`src/sv/psv_pkg.sv`:
```
// Shared types, constants and helper functions for the polygon segment visibility block.
// Depends on nothing; every other file except psv_ram imports it.
package psv_pkg;

  // Sizes
  localparam int MAX_VERTICES = 256;
  localparam int COORD_BITS   = 32;
  localparam int VIDX_W       = $clog2(MAX_VERTICES);
  localparam int NUM_W        = VIDX_W + 1;
  localparam int CNT_W        = 9;
  localparam int EPS_W        = 40;
  localparam int CFG_IDX_W    = 2;
  localparam int CFG_DATA_W   = 40;
  localparam int DIFF_W       = COORD_BITS + 1;
  localparam int PROD_W       = 2 * DIFF_W;
  localparam int CROSS_W      = PROD_W + 1;

  // Item opcodes
  localparam logic OP_LOAD  = 1'b0;
  localparam logic OP_QUERY = 1'b1;

  // Register indexes
  localparam logic [CFG_IDX_W-1:0] REG_VERTEX_COUNT = 2'd0;
  localparam logic [CFG_IDX_W-1:0] REG_EPS          = 2'd1;

  // Orientation codes
  localparam logic [1:0] ORI_COLL = 2'd0;
  localparam logic [1:0] ORI_CW   = 2'd1;
  localparam logic [1:0] ORI_CCW  = 2'd2;

  typedef struct packed {
    logic              op;
    logic [7:0]        vertex_index;
    logic signed [31:0] vertex_x;
    logic signed [31:0] vertex_y;
    logic signed [31:0] query_start_x;
    logic signed [31:0] query_start_y;
    logic signed [31:0] query_end_x;
    logic signed [31:0] query_end_y;
  } in_item_t;

  typedef struct packed {
    logic visible;
    logic point_query;
  } out_item_t;

  typedef struct packed {
    logic signed [COORD_BITS-1:0] x;
    logic signed [COORD_BITS-1:0] y;
  } pt_t;

  // Query entry in the front-to-back queue
  typedef struct packed {
    pt_t  q;
    pt_t  r;
    logic pt;
  } query_t;

  // Vertex store write
  typedef struct packed {
    logic              we;
    logic [VIDX_W-1:0] addr;
    pt_t               v;
  } vtx_wr_t;

  // Low COORD_BITS of a field, sign carried
  function automatic logic signed [COORD_BITS-1:0] coord_of(input logic [31:0] raw);
    coord_of = $signed(raw[COORD_BITS-1:0]);
  endfunction

  // p inside the closed bounding box of a and b
  function automatic logic in_box(input pt_t p, input pt_t a, input pt_t b);
    logic signed [COORD_BITS-1:0] xl, xh, yl, yh;
    xl = (a.x < b.x) ? a.x : b.x;
    xh = (a.x < b.x) ? b.x : a.x;
    yl = (a.y < b.y) ? a.y : b.y;
    yh = (a.y < b.y) ? b.y : a.y;
    in_box = (p.x >= xl) && (p.x <= xh) && (p.y >= yl) && (p.y <= yh);
  endfunction

endpackage

```
`src/sv/psv_front.sv`:
```
// Front end: accepts items, writes loads into the vertex store, queues queries.
// Depends on psv_pkg.
module psv_front (
  input  logic              clk,
  input  logic              rst_n,
  input  logic              in_valid,
  output logic              in_ready,
  input  psv_pkg::in_item_t in_data,
  output psv_pkg::vtx_wr_t  vtx_wr,
  input  logic              back_idle,
  output logic              q_valid,
  input  logic              q_pop,
  output psv_pkg::query_t   q_data
);
  import psv_pkg::*;

  query_t     fifo_r [2];
  logic       wr_ptr_r, rd_ptr_r;
  logic [1:0] fill_r;
  logic       fifo_empty, fifo_full, push;
  query_t     entry;

  assign fifo_empty = (fill_r == 2'd0);
  assign fifo_full  = (fill_r == 2'd2);

  // Loads wait until every earlier query has finished its walk
  always_comb begin
    case (in_data.op)
      OP_LOAD: in_ready = fifo_empty && back_idle;
      default: in_ready = !fifo_full;
    endcase
  end

  // Classify the query
  always_comb begin
    entry.q.x = coord_of(in_data.query_start_x);
    entry.q.y = coord_of(in_data.query_start_y);
    entry.r.x = coord_of(in_data.query_end_x);
    entry.r.y = coord_of(in_data.query_end_y);
    entry.pt  = (entry.q == entry.r);
  end

  // Vertex store write
  always_comb begin
    vtx_wr.we   = in_valid && in_ready && (in_data.op == OP_LOAD) &&
                  (int'(in_data.vertex_index) < MAX_VERTICES);
    vtx_wr.addr = VIDX_W'(in_data.vertex_index);
    vtx_wr.v.x  = coord_of(in_data.vertex_x);
    vtx_wr.v.y  = coord_of(in_data.vertex_y);
  end

  assign push    = in_valid && in_ready && (in_data.op == OP_QUERY);
  assign q_valid = !fifo_empty;
  assign q_data  = fifo_r[rd_ptr_r];

  // Two-entry query queue
  always_ff @(posedge clk) begin
    if (!rst_n) begin
      wr_ptr_r <= 1'b0;
      rd_ptr_r <= 1'b0;
      fill_r   <= 2'd0;
    end else begin
      if (push) begin
        fifo_r[wr_ptr_r] <= entry;
        wr_ptr_r         <= !wr_ptr_r;
      end
      if (q_pop) begin
        rd_ptr_r <= !rd_ptr_r;
      end
      fill_r <= fill_r + {1'b0, push} - {1'b0, q_pop};
    end
  end

endmodule

```
`config.mk`:
```
export PLATFORM = sky130hd
export DESIGN_NAME = psv_front
export DESIGN_NICKNAME = d
export VERILOG_FILES = /design/src/sv/psv_pkg.sv /design/src/sv/psv_front.sv
export SDC_FILE = /design/constraint.sdc
export NUM_CORES = 1
export LEC_CHECK = 0
export BUFFER_PORTS_ARGS = -buffer_cell sky130_fd_sc_hd__buf_2
export CORE_UTILIZATION = 44
export DETAILED_ROUTE_END_ITERATION = 12
export PLACE_DENSITY = 0.78
export SLEW_MARGIN = 15
export SYNTH_ARGS = -nofsm -noshare
export SYNTH_HDL_FRONTEND = slang
export SYNTH_SLANG_ARGS = --single-unit
```
`constraint.sdc`:
```
create_clock -name clk -period 10.5 [get_ports clk]
set_clock_uncertainty 0.2 [all_clocks]
set_input_delay 0.525 -clock clk [delete_from_list [all_inputs] [get_ports clk]]
set_output_delay 0.525 -clock clk [all_outputs]
set_load 0.01 [all_outputs]
```
## Word-level counts from Yosys, hierarchy flattened

Memories as Yosys holds them, arrays and structs flattened. A register that Yosys moved wholly into a read port is not among the register bits.
Cells that the tools add are included.

| word-level totals | value |
|---|---|
| bits in registers | 4 |
| bits in latches | 0 |
| memory bits (writable) | 258 |
| memory bits (read-only) | 0 |
| input bits | 206 |
| memories kept | 1 |

Memory list:

| memory | words | bits a word | read ports | clocked after Yosys merged registers in | wr ports | RTL line | source |
|---|---|---|---|---|---|---|---|
| fifo_r | 2 | 129 | 1 | 1 | 1 | psv_front.sv:17 | `query_t fifo_r [2];` |

| operators by class | value |
|---|---|
| add/sub/neg operators | 2 |
| multipliers | 0 |
| divide/modulo/power cells | 0 |
| magnitude comparators | 0 |
| eq/ne operators | 2 |
| shifts and indexed selects | 0 |
| multiplexer cells | 6 |
| bitwise logic cells | 1 |
| reduce and logical (&&, ||, !) cells | 9 |

Operators with widths:

| cell | number |
|---|---|
| $eq A64 B64 Y1 | 1 |
| $mux W1 | 6 |
| $logic_and A1 B1 Y1 | 4 |
| $logic_not A1 Y1 | 4 |
| $add A2 B1 Y2 | 1 |
| $eq A2 B2 Y1 const B | 1 |
| $logic_not A2 Y1 | 1 |
| $sub A2 B1 Y2 | 1 |
| $not A1 Y1 | 1 |

## Depth between registers and ports, before layout

| depth | value |
|---|---|
| depth after elaboration | 8 |
| mapped depth | 8 |
| depth with buffers taken out | 8 |

## Worst setup path after synthesis

OpenSTA, ideal clock, no wires.

| timing | value |
|---|---|
| path kind | in2reg |
| from | in in_data[200] in the netlist's numbering |
| to | mem fifo_r[0][0] in the netlist's numbering, enable pin |
| setup time | 776 ps |
| arrival | 9,402 ps |
| setup slack | 122 ps |
| stages | 2 |
| cell sequence | nand3b_1 -> nor3_1 |

| on the way | value |
|---|---|
| word-level cells in the longest chain between the ends | 6 |

Ends and longest elaborated chain:

| element | RTL line | source |
|---|---|---|
| start: declaration | psv_front.sv:8 | `input psv_pkg::in_item_t in_data,` |
| $mux W1 | psv_front.sv:28 | `case (in_data.op)` |
| $logic_and A1 B1 Y1 | psv_front.sv:52 | `assign push = in_valid && in_ready && (in_data.op == OP_QUERY);` |
| $logic_and A1 B1 Y1 * | psv_front.sv:52 |  |
| $mux W1 * | psv_front.sv:63 | `if (push) begin` |
| $mux W1 * | psv_front.sv:58 | `if (!rst_n) begin` |
| $mux W1 (implied by the code) * | psv_front.sv:64 | `fifo_r[wr_ptr_r] <= entry;` |
| end: declaration | psv_front.sv:17 |  |

Mark *: on every way between the ends. The rest lies on a longest branch, timed or not.

==> metrics.md <==
| Metric | Value |
|---|---|
| Status | finished, final reports clean |
| Core Util, Final | between 50% and 60% |
| Final Cycle Share | a little over a third |
| Row cnt | 56 |
| Arrival time at the worst endpoint | 2.98 ns |
| Grt ovf | 0 |
| Count of pins over their slew limit | 0 |
| Proportion of power drawn by the clock network | between 30% and 40% |
| Mapped Area | 10,800 µm² |
| RR Startpoint | fill_r[1] |
| Unrepaired setup endpoints after global routing | no |
| Layout cell share with drive strength beyond 1 | about half |
| LEAKAGE | around 4.8 nW |
| Clock Sinks | 263 |
| Total Die Area | between 20,000 and 30,000 µm² |
| Post-synth top area share | 72.1% |
| Boundary Pins | about 400 |
| Register Area | a little under 8000 µm² |
| Syn Nets | about 790 |
| Clock root buffer | clkbuf_16 |
| Worst-path clk slew | approximately 0.060 ns |
| CTS tree | done |
| Final setup vio count | 0 |
| Pwr/cell area | 180 nW/µm² |
| WL per Instance | roughly 19 µm |
| Worst hold start | in_data[34] |
| Sum of negative setup slack | 0 ns |
| Syn-to-layout area delta | 21.6% |
| H-tree depth | 1 |
| Sequential power share | between 50 and 60% |
| Quantity of I/O buffers inserted on ports | approximately 270 |
| Power, Total | about 2.4 mW |
| Switching share of power | about a fifth |
| WHS | around 0.022 ns |
| Slew HR | roughly 36% |
| Worst Path Class, Setup | register to output pin |
| Critical Path End Type | output pin |
| Final ANT Viol Nets | 0 |
| Final worst path period need | 3.71 ns |
| Netlist cell types | 21 |
| Max-cap viol count | 0 |
| Most frequent cells in the layout | buf_2 (265), edfxtp_1 (258), mux2_2 (129) |
| Commonest non-fill, non-tap cell in the layout | buf_2 |
| Die Y | between 150 and 200 µm |
| Fin area | ~13,000 µm² |
| CP delay by family, top | buffers and inverters |
| Post-synthesis register bit count | between 200 and 300 |
| DRT iter0 DRCs | just under 300 |
| Crit Path Max Fanout | 66 |
| DRC viols | 0 |
| Post-DP Area | roughly 12,000 µm² |
| Hold Crit Class | input pin to register |
| Via count | between 5,000 and 6,000 |
| Part of the power in combinational logic | between 10% and 20% |
| Placer Congestion | 0.715 |
| VDD IR max | ~0.17 mV |
| CP max stage delay | between 0.9 and 1 ns |
| Inserted Clock Buffers | 27 |
| Area taken by multi-input logic gates | ~2300 µm² |
| Ys Warns | 0 |
| Sequential element share of the synthesized area | 73.0% |
| Ant diodes | 0 |
| Hold Violations, Final | 0 |
| Clock Path Buffers | 3 |
| Setup slack, reg-to-reg | just over 8 ns |
| PostCTS Resize Cnt | 0 |
| DP Wirelength | about 15,000 µm |
| Pint | ~1.9 mW |
| CTS hold repair buffers | 33 |
| Die X | between 150 and 200 µm |
| Average cell area after synthesis | 18.3 µm² |
| Largest cells by area after synthesis | edfxtp_1 (72%), mux2_2 (14%), xor2_1 (5.3%) |
| Initial antenna violation count | 0 |
| GRT Overall Usage | around 17% |
| Startpoint types | register |
| Fill count | approximately 1,900 |
| Core area | 23,800 µm² |
| Critical Path RT | ~9.8 ns |
| Max Clk Rate | ~270 MHz |
| Nets@finish | 1,040 |
| DR pass1 iterations | 4 |
| Post-Route WL | about 22,000 µm |
| WP buf/inv | 2 |
| Post-CTS Setup Inserts | 0 |
| First-pass GRT wire length | approximately 32,000 µm |
| Vias in the first global route | ~6,000 |
| Initial core utilization | between 40% and 50% |
| Post-Syn Instances | just under 600 |
| Synth area leader | edfxtp_1 |
| Switching Power | around 0.50 mW |
| Worst-Margin Slew | roughly 0.96 ns |
| Vias per Instance | 4.93 |
| Critical Path Slowest Stage Cell | dfxtp_4 |
| Largest net degree at the start of global routing | 69 |
| Insertion delay to the later sink of the worst-skew pair | approximately 0.52 ns |
| CP cell instances | buf_4 -> mux2_2 -> buf_2 |
[power groups by stage]
| stage | registers, mW | logic (mW) | clock network [mW] |
|---|---|---|---|
| floorplan | 1.23 | 0.165 | 0 |
| global placement | 1.23 | 0.231 | 0 |
| detailed placement | 1.23 | 0.234 | 0 |
| CTS | 1.21 | 0.246 | 0.926 |
| global route | 1.22 | 0.265 | 0.960 |
| finish | 1.21 | 0.244 | 0.902 |
[worst paths after layout]
kind                         to  cells past startpoint
setup / recovery     q_data[77]                      3
hold / removal    fifo_r[1][35]                      1
setup reg to reg  fifo_r[0][50]                      4
hold reg to reg        rd_ptr_r                      2
[Yosys cell counts]
cell type	n
nand2b_1	1
inv_1	4
xor2_1	65
nor2_1	4
nor4_2	1
nor3_1	2
and3_1	1
edfxtp_1	258
buf_2	14
nor4_1	16
a21oi_1	1
dfxtp_1	5
nand4_1	4
nor2b_1	1
ha_1	2
xnor2_1	3
buf_4	72
or2_2	1
and2_1	1
nand3b_1	1
mux2_2	129
[layout make-up]
cell class | instances | share of cell area (%)
inverter | 4 | 0.115
clock inverter | 10 | 0.899
tap | 319 | 3.05
multi-input combinational | 233 | 17.5
sequential | 263 | 60.0
clock buffer | 37 | 5.45
timing repair buffer | 303 | 13.0
[sequential cells by signal, indices dropped and copies added, names as in the netlist, named ones only]
signal and flops:
fifo_r 258, fill_r 2, rd_ptr_r 1, wr_ptr_r 1
[kinds of logic (layout without fill, tap and decap cells)]
kind of cell    count (synthesis)  after routing  share of synthesized area [%]
xor+xnor                       68             68                           5.54
flops                         263            263                           73.0
compound gates                  1              1                         0.0465
buf+inv                        90            354                           5.82
fa+ha+maj                       2              2                          0.233
simple gates                   33             33                           1.87
mux                           129            129                           13.5
[metal layers]
| layer | up-vias | GRT usage, % | routed length (µm) |
|---|---|---|---|
| met5 | - | 0 | 0 |
| met4 | 0 | 5.13 | 561 |
| met3 | 49 | 5.53 | 2030 |
| met2 | 286 | 29.9 | 11200 |
| met1 | 2796 | 19.2 | 8480 |
| li1 | 2633 | - | - |
[metrics by stage]
step                instances  worst slack (ns)
floorplan                 586             0.122
detailed placement       1089              7.36
global placement         1089              7.35
global route             1169              6.67
CTS                      1169              6.80
finish                   1169              6.79
Note: power is estimated with default switching activity, not from simulation.
